## src/hdl/oqsm_pkg.sv

```systemverilog
`timescale 1ns / 1ps
// ----------------------------------------------------------------------------
// oqsm_pkg: shared constants for the OFDM QAM subcarrier mapper
// Mode codes, constellation levels in signed Q2.14 and level lookup helpers.
// ----------------------------------------------------------------------------
package oqsm_pkg;

    // field widths
    localparam int BITS_W  = 6;
    localparam int LEVEL_W = 16;
    localparam int BIN_W   = 6;
    localparam int SYM_W   = 16;

    // modulation_mode codes (code 3 falls back to 64QAM)
    localparam logic [1:0] MODE_QPSK  = 2'd0;
    localparam logic [1:0] MODE_16QAM = 2'd1;
    localparam logic [1:0] MODE_64QAM = 2'd2;

    // scaled levels, Q2.14
    localparam logic signed [LEVEL_W-1:0] LV_QPSK  = 16'sd11585;
    localparam logic signed [LEVEL_W-1:0] LV_16_1  = 16'sd5181;
    localparam logic signed [LEVEL_W-1:0] LV_16_3  = 16'sd15543;
    localparam logic signed [LEVEL_W-1:0] LV_64_1  = 16'sd2528;
    localparam logic signed [LEVEL_W-1:0] LV_64_3  = 16'sd7584;
    localparam logic signed [LEVEL_W-1:0] LV_64_5  = 16'sd12641;
    localparam logic signed [LEVEL_W-1:0] LV_64_7  = 16'sd17697;

    // 16QAM level; first bit of the pair is the MSB of idx
    function automatic logic signed [LEVEL_W-1:0] f_lv16(input logic [1:0] idx);
        logic signed [LEVEL_W-1:0] v;
        case (idx)
            2'd0:    v = -LV_16_3;
            2'd1:    v = -LV_16_1;
            2'd2:    v = LV_16_3;
            default: v = LV_16_1;
        endcase
        return v;
    endfunction

    // 64QAM level; Gray-coded magnitude, MSB is the sign
    function automatic logic signed [LEVEL_W-1:0] f_lv64(input logic [2:0] idx);
        logic signed [LEVEL_W-1:0] mag;
        case (idx[1:0])
            2'd0:    mag = LV_64_7;
            2'd1:    mag = LV_64_5;
            2'd2:    mag = LV_64_1;
            default: mag = LV_64_3;
        endcase
        return idx[2] ? mag : -mag;
    endfunction

endpackage

```

## src/hdl/ofdm_qam_subcarrier_mapper_top.sv

```systemverilog
`timescale 1ns / 1ps
// ----------------------------------------------------------------------------
// ofdm_qam_subcarrier_mapper_top: OFDM QAM mapper with IFFT bin placement
// Maps coded bit groups to QPSK/16QAM/64QAM points and orders them by bin.
// ----------------------------------------------------------------------------
// Usage:
//   s_axis carries one item per subcarrier: code_bits in tdata[5:0].
//   m_axis carries I/Q points with bin and symbol number; tlast marks the
//   final value of each OFDM symbol.
//   APB registers: 0x0 modulation_mode, 0x4 output_order. Write them only
//   while the block is idle.
// Timing:
//   An item is taken in S_IDLE and its point is loaded into the output
//   register in S_EMIT once the output register is free; s_axis_tready is
//   low until then, so no new item is taken before the last one loads. In bin
//   order the lower half of the subcarriers is written to the holding memory
//   and produces nothing; the last subcarrier then adds FFT_SIZE-USED_CARRIERS
//   zero-fill items and, per held entry, a memory read and then a map and
//   load, during which s_axis_tready stays low.
// Reset: synchronous, clears position, symbol count, registers and output.
// Backpressure: a stalled output holds its value; the block waits with the
//   next result until the output register is free.
// ----------------------------------------------------------------------------
module ofdm_qam_subcarrier_mapper_top #(
    parameter int USED_CARRIERS = 48,
    parameter int FFT_SIZE      = 64
) (
    input  logic        i_clk,
    input  logic        i_rst_n,
    // input items
    input  logic        s_axis_tvalid,
    output logic        s_axis_tready,
    input  logic [7:0]  s_axis_tdata,   // [5:0] code_bits, [7:6] zero
    // result items
    output logic        m_axis_tvalid,
    input  logic        m_axis_tready,
    output logic [55:0] m_axis_tdata,   // [15:0] in_phase, [31:16] quadrature,
                                        // [37:32] bin_number,
                                        // [53:38] symbol_number, [55:54] zero
    output logic        m_axis_tlast,   // last_of_symbol
    // configuration
    input  logic        psel,
    input  logic        penable,
    input  logic        pwrite,
    input  logic [2:0]  paddr,
    input  logic [31:0] pwdata,
    output logic [31:0] prdata,
    output logic        pready
);
    import oqsm_pkg::*;

    localparam int HALF     = USED_CARRIERS / 2;
    localparam int AW       = (HALF > 1) ? $clog2(HALF) : 1;
    localparam bit HAS_FILL = FFT_SIZE > USED_CARRIERS;

    localparam logic [BIN_W-1:0] LAST_POS   = BIN_W'(USED_CARRIERS - 1);
    localparam logic [BIN_W-1:0] HALF_POS   = BIN_W'(HALF);
    localparam logic [BIN_W-1:0] BIN_TOP    = BIN_W'(FFT_SIZE - 1);
    localparam logic [BIN_W-1:0] FILL_FIRST = BIN_W'(USED_CARRIERS - HALF);
    localparam logic [BIN_W-1:0] FILL_END   =
        HAS_FILL ? BIN_W'(FFT_SIZE - HALF - 1) : '0;
    localparam logic [BIN_W-1:0] HELD_FIRST =
        BIN_W'((FFT_SIZE - (HALF % FFT_SIZE)) % FFT_SIZE);
    localparam logic [AW-1:0]    HELD_LAST  = AW'(HALF - 1);

    localparam logic REG_MODE      = 1'b0;
    localparam logic REG_ORDER     = 1'b1;
    localparam logic ORDER_NATURAL = 1'b1;

    typedef enum logic [2:0] {
        S_IDLE,
        S_EMIT,
        S_FILL,
        S_HREAD,
        S_HOUT
    } t_state;

    t_state                     r_state;
    logic [1:0]                 r_mode;
    logic                       r_order;
    logic [BIN_W-1:0]           r_pos;
    logic [SYM_W-1:0]           r_sym;
    logic [BIN_W-1:0]           r_upbin;
    logic [BITS_W-1:0]          r_bits;
    logic [BIN_W-1:0]           r_cur_pos;
    logic [BIN_W-1:0]           r_cur_bin;
    logic                       r_cur_last;
    logic [BIN_W-1:0]           r_fbin;
    logic [AW-1:0]              r_hidx;
    logic [BIN_W-1:0]           r_hbin;
    logic                       r_ovalid;
    logic signed [LEVEL_W-1:0]  r_oi;
    logic signed [LEVEL_W-1:0]  r_oq;
    logic [BIN_W-1:0]           r_obin;
    logic [SYM_W-1:0]           r_osym;
    logic                       r_olast;

    logic                       w_in_acc;
    logic                       w_is_last;
    logic                       w_slot;
    logic                       w_load;
    logic                       w_natural;
    logic                       w_cfg_wr;
    logic [BITS_W-1:0]          w_rdata;
    logic [BITS_W-1:0]          w_map_bits;
    logic signed [LEVEL_W-1:0]  w_map_i;
    logic signed [LEVEL_W-1:0]  w_map_q;

    function automatic logic [BIN_W-1:0] f_bin_inc(input logic [BIN_W-1:0] b);
        return (b == BIN_TOP) ? '0 : b + BIN_W'(1);
    endfunction

    // handshakes
    assign s_axis_tready = (r_state == S_IDLE);
    assign w_in_acc      = s_axis_tvalid && s_axis_tready;
    assign w_is_last     = r_pos >= LAST_POS;
    assign w_slot        = !r_ovalid || m_axis_tready;
    assign w_natural     = (r_order == ORDER_NATURAL);
    assign w_cfg_wr      = psel && penable && pwrite && pready;

    // output register takes a new item this cycle
    assign w_load = w_slot &&
                    ((r_state == S_EMIT && (w_natural || (r_cur_pos >= HALF_POS))) ||
                     (r_state == S_FILL) || (r_state == S_HOUT));

    // config readback
    assign pready = 1'b1;
    always_comb begin
        unique case (paddr[2])
            REG_MODE: prdata = {30'd0, r_mode};
            default:  prdata = {31'd0, r_order};
        endcase
    end

    // holding store: written on every lower-half arrival, read while draining
    oqsm_hold_mem #(
        .DEPTH (HALF),
        .AW    (AW)
    ) u_hold (
        .i_clk   (i_clk),
        .i_we    (w_in_acc && (r_pos < HALF_POS)),
        .i_waddr (r_pos[AW-1:0]),
        .i_wdata (s_axis_tdata[BITS_W-1:0]),
        .i_re    (r_state == S_HREAD),
        .i_raddr (r_hidx),
        .o_rdata (w_rdata)
    );

    // one mapper shared by direct and held items
    assign w_map_bits = (r_state == S_HOUT) ? w_rdata : r_bits;

    oqsm_mapper u_map (
        .i_bits       (w_map_bits),
        .i_mode       (r_mode),
        .o_in_phase   (w_map_i),
        .o_quadrature (w_map_q)
    );

    // sequencer, position tracking and output register
    always_ff @(posedge i_clk) begin
        if (!i_rst_n) begin
            r_state  <= S_IDLE;
            r_mode   <= MODE_QPSK;
            r_order  <= 1'b0;
            r_pos    <= '0;
            r_sym    <= '0;
            r_upbin  <= '0;
            r_ovalid <= 1'b0;
        end else begin
            if (w_cfg_wr) begin
                unique case (paddr[2])
                    REG_MODE: r_mode  <= pwdata[1:0];
                    default:  r_order <= pwdata[0];
                endcase
            end

            // drained item leaves the output register unless a new one loads
            if (m_axis_tready && !w_load) begin
                r_ovalid <= 1'b0;
            end

            unique case (r_state)
                S_IDLE: begin
                    if (w_in_acc) begin
                        r_bits     <= s_axis_tdata[BITS_W-1:0];
                        r_cur_pos  <= r_pos;
                        r_cur_bin  <= r_upbin;
                        r_cur_last <= w_is_last;
                        if (w_is_last) begin
                            r_pos   <= '0;
                            r_upbin <= '0;
                        end else begin
                            r_pos <= r_pos + BIN_W'(1);
                            if (r_pos >= HALF_POS) begin
                                r_upbin <= f_bin_inc(r_upbin);
                            end
                        end
                        r_state <= S_EMIT;
                    end
                end
                S_EMIT: begin
                    if (w_natural || (r_cur_pos >= HALF_POS)) begin
                        if (w_slot) begin
                            r_ovalid <= 1'b1;
                            r_oi     <= w_map_i;
                            r_oq     <= w_map_q;
                            r_obin   <= w_natural ? r_cur_pos : r_cur_bin;
                            r_osym   <= r_sym;
                            r_olast  <= w_natural && r_cur_last;
                            if (r_cur_last && w_natural) begin
                                r_sym   <= r_sym + SYM_W'(1);
                                r_state <= S_IDLE;
                            end else if (r_cur_last) begin
                                r_fbin  <= FILL_FIRST;
                                r_hidx  <= '0;
                                r_hbin  <= HELD_FIRST;
                                r_state <= HAS_FILL ? S_FILL : S_HREAD;
                            end else begin
                                r_state <= S_IDLE;
                            end
                        end
                    end else begin
                        // lower half in bin order: held only
                        r_state <= S_IDLE;
                    end
                end
                S_FILL: begin
                    if (w_slot) begin
                        r_ovalid <= 1'b1;
                        r_oi     <= '0;
                        r_oq     <= '0;
                        r_obin   <= r_fbin;
                        r_osym   <= r_sym;
                        r_olast  <= 1'b0;
                        r_fbin   <= r_fbin + BIN_W'(1);
                        if (r_fbin == FILL_END) begin
                            r_state <= S_HREAD;
                        end
                    end
                end
                S_HREAD: begin
                    r_state <= S_HOUT;
                end
                S_HOUT: begin
                    if (w_slot) begin
                        r_ovalid <= 1'b1;
                        r_oi     <= w_map_i;
                        r_oq     <= w_map_q;
                        r_obin   <= r_hbin;
                        r_osym   <= r_sym;
                        r_olast  <= (r_hidx == HELD_LAST);
                        if (r_hidx == HELD_LAST) begin
                            r_sym   <= r_sym + SYM_W'(1);
                            r_state <= S_IDLE;
                        end else begin
                            r_hidx  <= r_hidx + AW'(1);
                            r_hbin  <= f_bin_inc(r_hbin);
                            r_state <= S_HREAD;
                        end
                    end
                end
                default: r_state <= S_IDLE;
            endcase
        end
    end

    // output ports
    assign m_axis_tvalid = r_ovalid;
    assign m_axis_tdata  = {2'b00, r_osym, r_obin, r_oq, r_oi};
    assign m_axis_tlast  = r_olast;

    // the held drain ends a symbol, so the position must already be rewound
    a_pos_rewound: assert property (@(posedge i_clk) disable iff (!i_rst_n)
        (r_state == S_HOUT && w_slot && r_hidx == HELD_LAST) |=> (r_pos == '0))
        else $error("position not rewound at end of held drain");

    // the final value of a symbol sits in the top bin or the last subcarrier
    a_last_bin: assert property (@(posedge i_clk) disable iff (!i_rst_n)
        (m_axis_tvalid && m_axis_tlast) |->
            ((w_natural && r_obin == LAST_POS) || (!w_natural && r_obin == BIN_TOP)))
        else $error("end of symbol in unexpected bin");

    // symbol count moves only as a symbol completes
    a_sym_step: assert property (@(posedge i_clk) disable iff (!i_rst_n)
        ($past(i_rst_n) && !$stable(r_sym)) |->
            (r_state == S_IDLE && r_pos == '0))
        else $error("symbol count advanced mid-symbol");

endmodule

```

## src/hdl/oqsm_mapper.sv

```systemverilog
`timescale 1ns / 1ps
// ----------------------------------------------------------------------------
// oqsm_mapper: constellation mapper
// Turns one subcarrier's bit group into an I/Q point for the current mode.
// ----------------------------------------------------------------------------
module oqsm_mapper (
    input  logic [oqsm_pkg::BITS_W-1:0]         i_bits,
    input  logic [1:0]                          i_mode,
    output logic signed [oqsm_pkg::LEVEL_W-1:0] o_in_phase,
    output logic signed [oqsm_pkg::LEVEL_W-1:0] o_quadrature
);
    import oqsm_pkg::*;

    // bit 0 is first in the stream and becomes the MSB of the I index
    always_comb begin
        unique case (i_mode)
            MODE_QPSK: begin
                o_in_phase   = i_bits[0] ? LV_QPSK : -LV_QPSK;
                o_quadrature = i_bits[1] ? LV_QPSK : -LV_QPSK;
            end
            MODE_16QAM: begin
                o_in_phase   = f_lv16({i_bits[0], i_bits[1]});
                o_quadrature = f_lv16({i_bits[2], i_bits[3]});
            end
            default: begin
                // 64QAM, also taken by the spare mode code
                o_in_phase   = f_lv64({i_bits[0], i_bits[1], i_bits[2]});
                o_quadrature = f_lv64({i_bits[3], i_bits[4], i_bits[5]});
            end
        endcase
    end

endmodule

```

## src/hdl/oqsm_hold_mem.sv

```systemverilog
`timescale 1ns / 1ps
// ----------------------------------------------------------------------------
// oqsm_hold_mem: lower-half holding store
// One write port, one read port, registered read data.
// ----------------------------------------------------------------------------
module oqsm_hold_mem #(
    parameter int DEPTH = 24,
    parameter int AW    = 5
) (
    input  logic                        i_clk,
    input  logic                        i_we,
    input  logic [AW-1:0]               i_waddr,
    input  logic [oqsm_pkg::BITS_W-1:0] i_wdata,
    input  logic                        i_re,
    input  logic [AW-1:0]               i_raddr,
    output logic [oqsm_pkg::BITS_W-1:0] o_rdata
);
    import oqsm_pkg::*;

    logic [BITS_W-1:0] r_mem [DEPTH];
    logic [BITS_W-1:0] r_rdata;

    // write port
    always_ff @(posedge i_clk) begin
        if (i_we) begin
            r_mem[i_waddr] <= i_wdata;
        end
    end

    // read port, data held until the next read
    always_ff @(posedge i_clk) begin
        if (i_re) begin
            r_rdata <= r_mem[i_raddr];
        end
    end

    assign o_rdata = r_rdata;

endmodule

```

## config.mk

```make
export PLATFORM = sky130hd
export DESIGN_NAME = ofdm_qam_subcarrier_mapper_top
export DESIGN_NICKNAME = d
export VERILOG_FILES = /design/src/hdl/oqsm_pkg.sv /design/src/hdl/ofdm_qam_subcarrier_mapper_top.sv /design/src/hdl/oqsm_mapper.sv /design/src/hdl/oqsm_hold_mem.sv
export SDC_FILE = /design/constraint.sdc
export NUM_CORES = 1
export LEC_CHECK = 0
export ABC_AREA = 1
export BUFFER_PORTS_ARGS = -buffer_cell sky130_fd_sc_hd__clkbuf_2
export CORE_UTILIZATION = 45
export CTS_BUF_LIST = sky130_fd_sc_hd__clkbuf_16
export CTS_CLUSTER_DIAMETER = 60
export DETAILED_ROUTE_END_ITERATION = 16
export SKIP_LAST_GASP = 1
export SYNTH_ARGS = -nofsm -noshare
export SYNTH_HDL_FRONTEND = slang
export SYNTH_HIERARCHICAL = 1
export SYNTH_SLANG_ARGS = --single-unit
```

## constraint.sdc

```tcl
create_clock -name i_clk -period 5.45 [get_ports i_clk]
set_clock_uncertainty 0.1 [all_clocks]
set_input_delay 0.2725 -clock i_clk [delete_from_list [all_inputs] [get_ports i_clk]]
set_output_delay 0.2725 -clock i_clk [all_outputs]
set_load 0.005 [all_outputs]
```

==> reports/summary.txt, run 1 <==
DR pass1 iterations -> 5
Status -> finished, final reports clean
H-tree Lvls -> 1
Min Tclk post-route -> 3.090 ns
Area growth, synth to finish -> 11.21%
Top cells by area, synth -> edfxtp_1 55%, nand2_1 11%, dfxtp_1 5.3%
Core area -> 28780 um2
Final setup violation count -> 0
Vias per cell -> 4.960
Antenna Cells -> 0
Peak VDD IR -> 240.4 uV
Hpwl dp -> 18.07 mm
Port bufs -> 74
Crit path max-delay family -> buffers and inverters
Synth top cells by count -> 378 x nand2_1, 241 x edfxtp_1, 153 x inv_1, 140 x nand3_1, 134 x nor2_1
Buf/Inv on CP -> 5
Worst skew pair latency -> 0.56 ns
Mapped Cells -> 1386
Mean Syn Cell Area -> 9.501 um2
Finished Layout Cells -> 1864
Post-synth EDFFs -> 241
Vias -> 9245
Data required, critical path -> 5.61 ns
CTS Root Buffer Type -> clkbuf_16
Worst-path fanout max -> 40
CP max-delay cell -> clkinv_1
R2r setup slk -> 2.36 ns
Avg WL per Cell -> 15.00 um
RSZ-0062 raised after global routing -> false
Synth cell types -> 42
Initial antenna violation count -> 0
Slew Viols, Final -> 0
Nets -> 1530
YS warnings -> 6
Max incr delay on CP -> 0.90 ns
Post-place setup slack -> 2.348 ns
Worst Setup End Kind -> flop
Initial Util -> 45.76%
CTS tree -> done
Fmax -> 323.6 MHz
Site row count -> 62
Post-Route WL -> 27.96 mm
Least-Margin Pin Slew -> 0.9983 ns
Max_slew headroom -> 33.04%
Layout cells sized above 1 -> 10.27%
Clk sinks -> 276
Setup TNS -> 0 ns
CP cell instances -> inv_1 -> nor2_2 -> buf_4 -> clkinv_1 -> o211ai_1 -> inv_1 -> buf_4
Die area -> 29950 um2
Startpoint types -> flop
CTS clk-pin slew, worst paths -> 0.06 ns
Worst Path Arrival -> 3.25 ns
Tot Pwr -> 5.626 mW
Placed Area -> 13630 um2
CP Class -> reg2reg
Vias in the first global route -> 8688
Overflow after GRT -> 0
Die width -> 173.1 um
Clock buffer depth -> 3
Pwr dens -> 384.1 nW/um2
Num CTS Buffers -> 30
Top-count cell post-synth -> nand2_1
Die Ht -> 173.1 um
Post-Syn Area -> 13170 um2
Finished Cell Area -> 14650 um2
Yosys top cell by area -> edfxtp_1
DRT iter0 DRCs -> 646
Max Cap Violations -> 0
Leakage -> 6.043 nW
Final ANT Viol Nets -> 0
Largest net degree at the start of global routing -> 73
Final worst slack -> 2.360 ns
Worst hold path class -> in2reg
Final Hold Viols -> 0
Ys async rst share -> 0%
First-pass GRT wire length -> 45.41 mm
Routability congestion estimate -> 0.8247
Synth Flop Type -> edfxtp_1
Top-area cell type share of the netlist area -> 54.95%
I/O pins -> 142
Sequential fraction of the synthesis area -> 60.28%
GRT Overall Usage -> 18.80%
DR DRC count -> 0
Fill cells -> 2669
Placed cells -> 1801
Flops & latches, synth -> 276
Part of the cycle the worst path needs -> 56.70%
-- cells by family after synthesis --
group / share of synthesized area [%]
AOI/OAI and AO/OA: 5.957
other: 0.05703
adders and majority gates: 2.280
DFF: 60.28
buffers and inverters: 9.093
xor gates and xnor gates: 0.4656
and+or+nand+nor: 21.87
-- what timing repair did --
item                                   in CTS  in global routing
hold buffers                                7                  0
endpoints found under the hold margin       3                  0
buffers inserted                            0                  0
resized for setup                           0                  0
-- power by group --
group          total (mW)  internal, mW  switching (mW)
combinational        1.05         0.321           0.725
clock                1.92          1.12           0.809
sequential           2.66          2.56          0.0965
-- path summary, 6_finish.rpt --
kind            startpoint    endpoint  cells after the start
max          m_axis_tvalid    r_oq[10]                      7
min          s_axis_tvalid    r_pos[1]                      3
max reg2reg  m_axis_tvalid    r_oq[10]                      7
min reg2reg      r_sym[15]  r_osym[15]                      0
-- registers in the layout, indices dropped and copies added, names as in the netlist, 16 cells and up --
name	cells
r_oi	16
r_oq	16
r_osym	16
r_sym	16
u_hold/r_mem	144
-- cells in the final DEF, fill, tap and decap left out, types with 2 or more instances in the layout --
cell type / netlist / layout
bufinv_16: 0 / 2
dfxtp_1: 35 / 35
inv_6: 1 / 2
nand3b_1: 2 / 2
edfxtp_1: 241 / 241
clkbuf_2: 1 / 74
nor4_1: 2 / 2
or2_2: 6 / 6
clkinv_1: 2 / 8
a211oi_1: 2 / 2
nand2_4: 2 / 2
nor2_2: 3 / 5
dlygate4sd3_1: 0 / 7
nor2_1: 134 / 132
clkbuf_16: 0 / 31
nor3_1: 10 / 10
conb_1: 2 / 33
inv_4: 2 / 2
xnor2_1: 3 / 3
o211ai_1: 23 / 23
nand4_1: 5 / 5
o21ai_2: 2 / 2
nand2_2: 3 / 3
clkinv_2: 0 / 3
ha_1: 24 / 24
inv_1: 153 / 163
o21ai_0: 45 / 45
xor2_1: 4 / 4
buf_4: 48 / 8
nand3_1: 140 / 140
a21oi_1: 62 / 62
inv_2: 7 / 7
or2_0: 2 / 2
o21ai_1: 2 / 2
nand2_1: 378 / 378
clkinvlp_4: 0 / 3
-- layout make-up --
type,count,area [um2],share of cell area (%)
flip-flops and latches,276,7938,54.20
multi-input cells,894,4155,28.37
clock buffers,31,775.7,5.297
inverters,165,629.4,4.297
repair buffers,89,500.5,3.417
well taps,384,480.5,3.281
clock inverters,25,166.4,1.136
-- per-layer routing --
metal	track usage (%)	part of all wire [%]	routed length, um	up-vias
met5	0	0	0	-
met4	5.789	2.8	788	0
met3	2.243	4.3	1191	48
met2	31.28	47	13170	244
met1	25.78	46	12810	4287
li1	-	-	-	4666
-- tightest hold or removal path, delay by kind of cell --
kind	cells	cell delay, ns
simple gates	1	0.14
buf+inv	1	0.12
compound gates	1	0.08
-- stage by stage --
stage          util (%)  hold WS (ns)
2_1_floorplan         -        0.2714
3_3_place_gp      47.37        0.3417
3_5_place_dp      47.37        0.3446
4_1_cts           50.89       0.01222
5_1_grt           50.89       0.05184
6_report          50.89       0.01717
(Power assumes the default switching activity.)
==> run 2: changes to the inputs <==
clock period = 2.9 ns   (was 5.45 ns; I/O delays follow)
==> reports/summary.txt, run 2 (synthesis gave the netlist of run 1 again) <==
Vias per cell -> 4.953 (was 4.960)
Avg WL per Cell -> 14.84 um (was 15.00 um)
Max reg flops -> 144 (unchanged)
Final ANT Viol Nets -> 0 (unchanged)
RSZ-0062 raised after global routing -> false (unchanged)
Peak VDD IR -> 566.9 uV (was 240.4 uV)
Layout cells sized above 1 -> 12.24% (was 10.27%)
Busiest layer in global routing -> met2 (unchanged)
Nets -> 1563 (was 1530)
Fmax -> 375.0 MHz
Global routing met2 resource utilization -> 32.04% (was 31.28%)
Worst-path fanout max -> 3 (was 40)
Most common cell after layout, fill and taps aside -> nand2_1 (unchanged)
Worst Path Arrival -> 3.00 ns (was 3.25 ns)
Hpwl dp -> 18.44 mm (was 18.07 mm)
Most frequent cells in the layout -> 378 x nand2_1, 241 x edfxtp_1, 160 x inv_1 (was 378 x nand2_1, 241 x edfxtp_1, 163 x inv_1)
Die Ht -> 173.1 um (unchanged)
Worst hold stages -> 1 (was 3)
I/O pins -> 142 (unchanged)
Overflow after GRT -> 0 (unchanged)
Leakage -> 6.212 nW (was 6.043 nW)
Initial Util -> 45.76% (unchanged)
Area growth, synth to finish -> 13.25% (was 11.21%)
Clock buffer depth -> 3 (unchanged)
Post-Route WL -> 28.14 mm (was 27.96 mm)
Final setup violation count -> 0 (unchanged)
Critical path depth -> 10 (was 7)
Routability congestion estimate -> 0.8195 (was 0.8247)
Biggest register -> u_hold/r_mem (unchanged)
Worst hold path class -> in2reg (unchanged)
GR Layer Usage met3 -> 2.529% (was 2.243%)
DRT iter0 DRCs -> 709 (was 646)
CTS Root Buffer Type -> clkbuf_16 (unchanged)
CP cell instances -> dlygate4sd3_1 -> clkbuf_2 -> nand3_1 -> dlygate4sd3_1 -> nor2_1 -> inv_1 -> o21ai_0 -> dlygate4sd3_1 -> a21oi_1 -> dlygate4sd3_1 (was inv_1 -> nor2_2 -> buf_4 -> clkinv_1 -> o211ai_1 -> inv_1 -> buf_4)
H-tree Lvls -> 1 (unchanged)
CTS clk-pin slew, worst paths -> 0.06 ns (about the same)
Vias -> 9391 (was 9245)
Initial antenna violation count -> 0 (unchanged)
Buf/Inv on CP -> 6 (was 5)
Site row count -> 62 (unchanged)
Pwr dens -> 713.9 nW/um2 (was 384.1 nW/um2)
Most frequent CP cell -> dlygate4sd3_1
Part of the cycle the worst path needs -> 91.95%
DR DRC count -> 0 (unchanged)
CP max-delay cell -> dlygate4sd3_1 (was clkinv_1)
Startpoint types -> input port (was flop)
Largest net degree at the start of global routing -> 73 (unchanged)
Num CTS Buffers -> 31 (was 30)
Finished Layout Cells -> 1896 (was 1864)
Status -> finished, final reports clean (unchanged)
Min Tclk post-route -> 2.667 ns
Post-CTS Setup Bufs -> 0 (unchanged)
Data required, critical path -> 3.23 ns (was 5.61 ns)
M1 GR Usage -> 26.15% (was 25.78%)
Max_slew headroom -> 58.22% (was 33.04%)
Worst skew pair latency -> 0.56 ns (about the same)
DR pass1 iterations -> 5 (unchanged)
Core area -> 28780 um2 (unchanged)
CTS tree -> done (unchanged)
R2r worst-path depth -> 7 (unchanged)
Die area -> 29950 um2 (unchanged)
Placed cells -> 1829 (was 1801)
Final Hold Viols -> 0 (unchanged)
Clk sinks -> 276 (unchanged)
Max incr delay on CP -> 0.60 ns (was 0.90 ns)
Max Cap Violations -> 0 (unchanged)
Slew Viols, Final -> 0 (unchanged)
Die width -> 173.1 um (unchanged)
Worst Setup End Kind -> flop (unchanged)
Setup TNS -> 0 ns (unchanged)
Least-Margin Pin Slew -> 0.6228 ns (was 0.9983 ns)
Port bufs -> 74 (unchanged)
Vias in the first global route -> 8920 (was 8688)
First-pass GRT wire length -> 46.06 mm (was 45.41 mm)
Antenna Cells -> 0 (unchanged)
CP Class -> in2reg (was reg2reg)
GRT Overall Usage -> 19.10% (was 18.80%)
Crit path max-delay family -> buffers and inverters (unchanged)
-- run 2: metrics by stage --
step                      total power, mW  setup slack [ns]  instance area (um2)  util [%]  hold WS (ns)
after global routing                11.19            0.1215                14910     51.82        0.1227
after CTS                           10.77            0.3626                14910     51.82        0.1058
after detailed placement            7.086            0.3811                13840     48.10        0.3056
after floorplan                     6.432            0.4571                13290         -        0.1439
after global placement              7.033            0.3938                13840     48.10        0.3103
final                               10.65            0.2333                14910     51.82        0.1074
-- run 2: repair_timing --
item | CTS | global route
endpoints found under the setup margin | 0 | 0
hold buffers | 11 | 0
gates resized for setup | 0 | 0
endpoints found under the hold margin | 14 | 0
-- run 2: routing by layer --
metal | part of all wire (%) | up-vias
li1 | - | 4727
met1 | 45 | 4366
met2 | 48 | 257
met3 | 5.2 | 41
met4 | 2.2 | 0
met5 | 0 | -
-- run 2: layout make-up --
class	count	area (um2)
clock buffers	31	775.7
clock inverters	25	185.2
fillers	2703	13870
inverters	165	629.4
multi-input cells	894	4155
flip-flops and latches	276	7938
well taps	384	480.5
repair buffers	121	750.7
-- run 2: final timing paths --
path | start | end | slack, ns
worst max register to register | r_state[1] | u_hold/r_mem[4][4] | 0.40
worst min register to register | r_sym[15] | r_osym[15] | 0.36
worst min-delay path | s_axis_tdata[5] | u_hold/r_mem[0][5] | 0.11
worst max-delay path | penable | r_mode[1] | 0.23
-- run 2: worst register-to-register path, cell delays in order (launching register included) --
cell	delay, ns
dfxtp_1	0.35
nor2_1	0.19
nand2_1	0.16
inv_2	0.12
nand2_4	0.10
nor2_1	0.25
nand3_1	0.34
nor2_1	0.54
-- run 2: where the power goes --
group / internal [mW] / switching, mW / total, mW
Sequential: 4.81 / 0.171 / 4.98
Clock: 2.12 / 1.53 / 3.65
Combinational: 0.635 / 1.38 / 2.02
==> run 3: changes to the inputs <==
PLACE_DENSITY = 0.66   (was default)
clock period = 2.3 ns   (was 2.9 ns; I/O delays follow)
==> reports/summary.txt, run 3 (synthesis gave the netlist of run 1 again) <==
Avg WL per Cell -> 14.76 um (was 14.84 um)
Worst Setup End Kind -> flop (unchanged)
Least-Margin Pin Slew -> 0.6248 ns (was 0.6228 ns)
Min Tclk post-route -> 2.164 ns
Core area -> 28780 um2 (unchanged)
Site row count -> 62 (unchanged)
Startpoint of the worst-slack reg-to-reg timing path -> r_state[1] (unchanged)
R2r worst-path depth -> 13 (was 7)
Clock buffer depth -> 3 (unchanged)
DR pass1 iterations -> 5 (unchanged)
Status -> finished, final reports clean (unchanged)
Tot Pwr -> 13.85 mW (was 10.65 mW)
Vias per cell -> 5.001 (was 4.953)
Max Cap Violations -> 0 (unchanged)
Setup crit start -> r_state[1] (was penable)
Routability congestion estimate -> 0.8628 (was 0.8195)
Overflow after GRT -> 0 (unchanged)
Initial Util -> 45.76% (unchanged)
Final setup violation count -> 0 (unchanged)
Num CTS Buffers -> 30 (was 31)
Min-delay src -> s_axis_tdata[1] (was s_axis_tdata[5])
Worst skew pair latency -> 0.56 ns (about the same)
Most frequent cells in the layout -> 374 x nand2_1, 241 x edfxtp_1, 159 x inv_1 (was 378 x nand2_1, 241 x edfxtp_1, 160 x inv_1)
DRT iter0 DRCs -> 724 (was 709)
CTS Root Buffer Type -> clkbuf_16 (unchanged)
Peak VDD IR -> 671.8 uV (was 566.9 uV)
Final Hold Viols -> 0 (unchanged)
I/O pins -> 142 (unchanged)
Port bufs -> 74 (unchanged)
Worst Path Arrival -> 2.34 ns (was 3.00 ns)
CP Class -> reg2reg (was in2reg)
First-pass GRT wire length -> 46.04 mm (was 46.06 mm)
Post-Route WL -> 28.24 mm (was 28.14 mm)
GRT Overall Usage -> 19.08% (was 19.10%)
Antenna Cells -> 0 (unchanged)
Die width -> 173.1 um (unchanged)
DR DRC count -> 0 (unchanged)
Final ANT Viol Nets -> 0 (unchanged)
Pwr dens -> 912.8 nW/um2 (was 713.9 nW/um2)
WHS -> 0.1048 ns (was 0.1074 ns)
CTS clk-pin slew, worst paths -> 0.06 ns (about the same)
Fmax -> 462.1 MHz
Area growth, synth to finish -> 15.21% (was 13.25%)
CTS tree -> done (unchanged)
Worst hold stages -> 1 (unchanged)
Max reg flops -> 144 (unchanged)
Worst hold path class -> in2reg (unchanged)
Max_slew headroom -> 58.35% (was 58.22%)
Clk sinks -> 276 (unchanged)
Startpoint types -> flop (was input port)
Vias -> 9567 (was 9391)
Leakage -> 6.359 nW (was 6.212 nW)
Layout cells sized above 1 -> 13.80% (was 12.24%)
Vias in the first global route -> 9020 (was 8920)
Biggest register -> u_hold/r_mem (unchanged)
Largest net degree at the start of global routing -> 75 (was 73)
Worst-path fanout max -> 7 (was 3)
Data required, critical path -> 2.47 ns (was 3.23 ns)
Part of the cycle the worst path needs -> 94.10%
H-tree Lvls -> 1 (unchanged)
Slew Viols, Final -> 0 (unchanged)
Fill cells -> 2609 (was 2703)
Initial antenna violation count -> 0 (unchanged)
Die Ht -> 173.1 um (unchanged)
Most common cell after layout, fill and taps aside -> nand2_1 (unchanged)
Die area -> 29950 um2 (unchanged)
Nets -> 1581 (was 1563)
Hpwl dp -> 18.65 mm (was 18.44 mm)
run 3: what timing repair did:
item	CTS	global route
resized for setup	0	8
endpoints found under the hold margin	16	0
setup buffers	0	2
setup endpoints to repair	0	24
hold buffers	10	0
run 3: final cells by class:
type / instances / area [um2] / area share, %
timing repair buffer: 140 / 928.4 / 6.119
sequential: 276 / 7938 / 52.32
inverter: 165 / 629.4 / 4.148
multi-input combinational: 894 / 4185 / 27.59
clock buffer: 31 / 775.7 / 5.113
tap: 384 / 480.5 / 3.167
clock inverter: 23 / 235.2 / 1.550
run 3: metal layers:
| metal | share of wire [%] | vias up | GRT usage (%) |
|---|---|---|---|
| li1 | - | 4766 | - |
| met1 | 45 | 4456 | 26.17 |
| met2 | 46 | 293 | 31.23 |
| met3 | 5.7 | 52 | 2.682 |
| met4 | 2.9 | 0 | 6.342 |
| met5 | 0 | - | 0 |
run 3: final timing paths:
path / endpoint / slack [ns]
setup / recovery: r_oi[13] / 0.14
hold / removal: u_hold/r_mem[2][1] / 0.10
setup reg to reg: r_oi[13] / 0.14
hold reg to reg: r_osym[15] / 0.37
run 3: worst max-delay path, cell delays in order (launching register included):
cell	delay, ns
dfxtp_1	0.36
inv_2	0.10
nand2_2	0.08
nor2_4	0.18
nand2_1	0.09
nand2_2	0.07
inv_1	0.11
ha_1	0.34
nand3_1	0.16
nand2_1	0.07
inv_1	0.07
nand2_1	0.06
nand2_1	0.07
a21oi_1	0.06
run 3: report_power, final:
group	internal, mW	switching, mW	total, mW
sequential	6.06	0.213	6.27
clock	2.98	1.88	4.86
combinational	0.914	1.80	2.72
total	9.96	3.89	13.8
run 3: per-stage QoR:
step	setup TNS, ns	area, um2	utilization, %	setup slack [ns]	cells
floorplan	0	13290	-	0.007231	1417
global placement	0	14020	48.73	0.1422	1847
detailed placement	0	14020	48.73	0.06668	1847
CTS	0	15130	52.59	0.02947	1911
global route	-0.02323	15170	52.72	-0.009321	1913
finish	0	15170	52.72	0.1358	1913
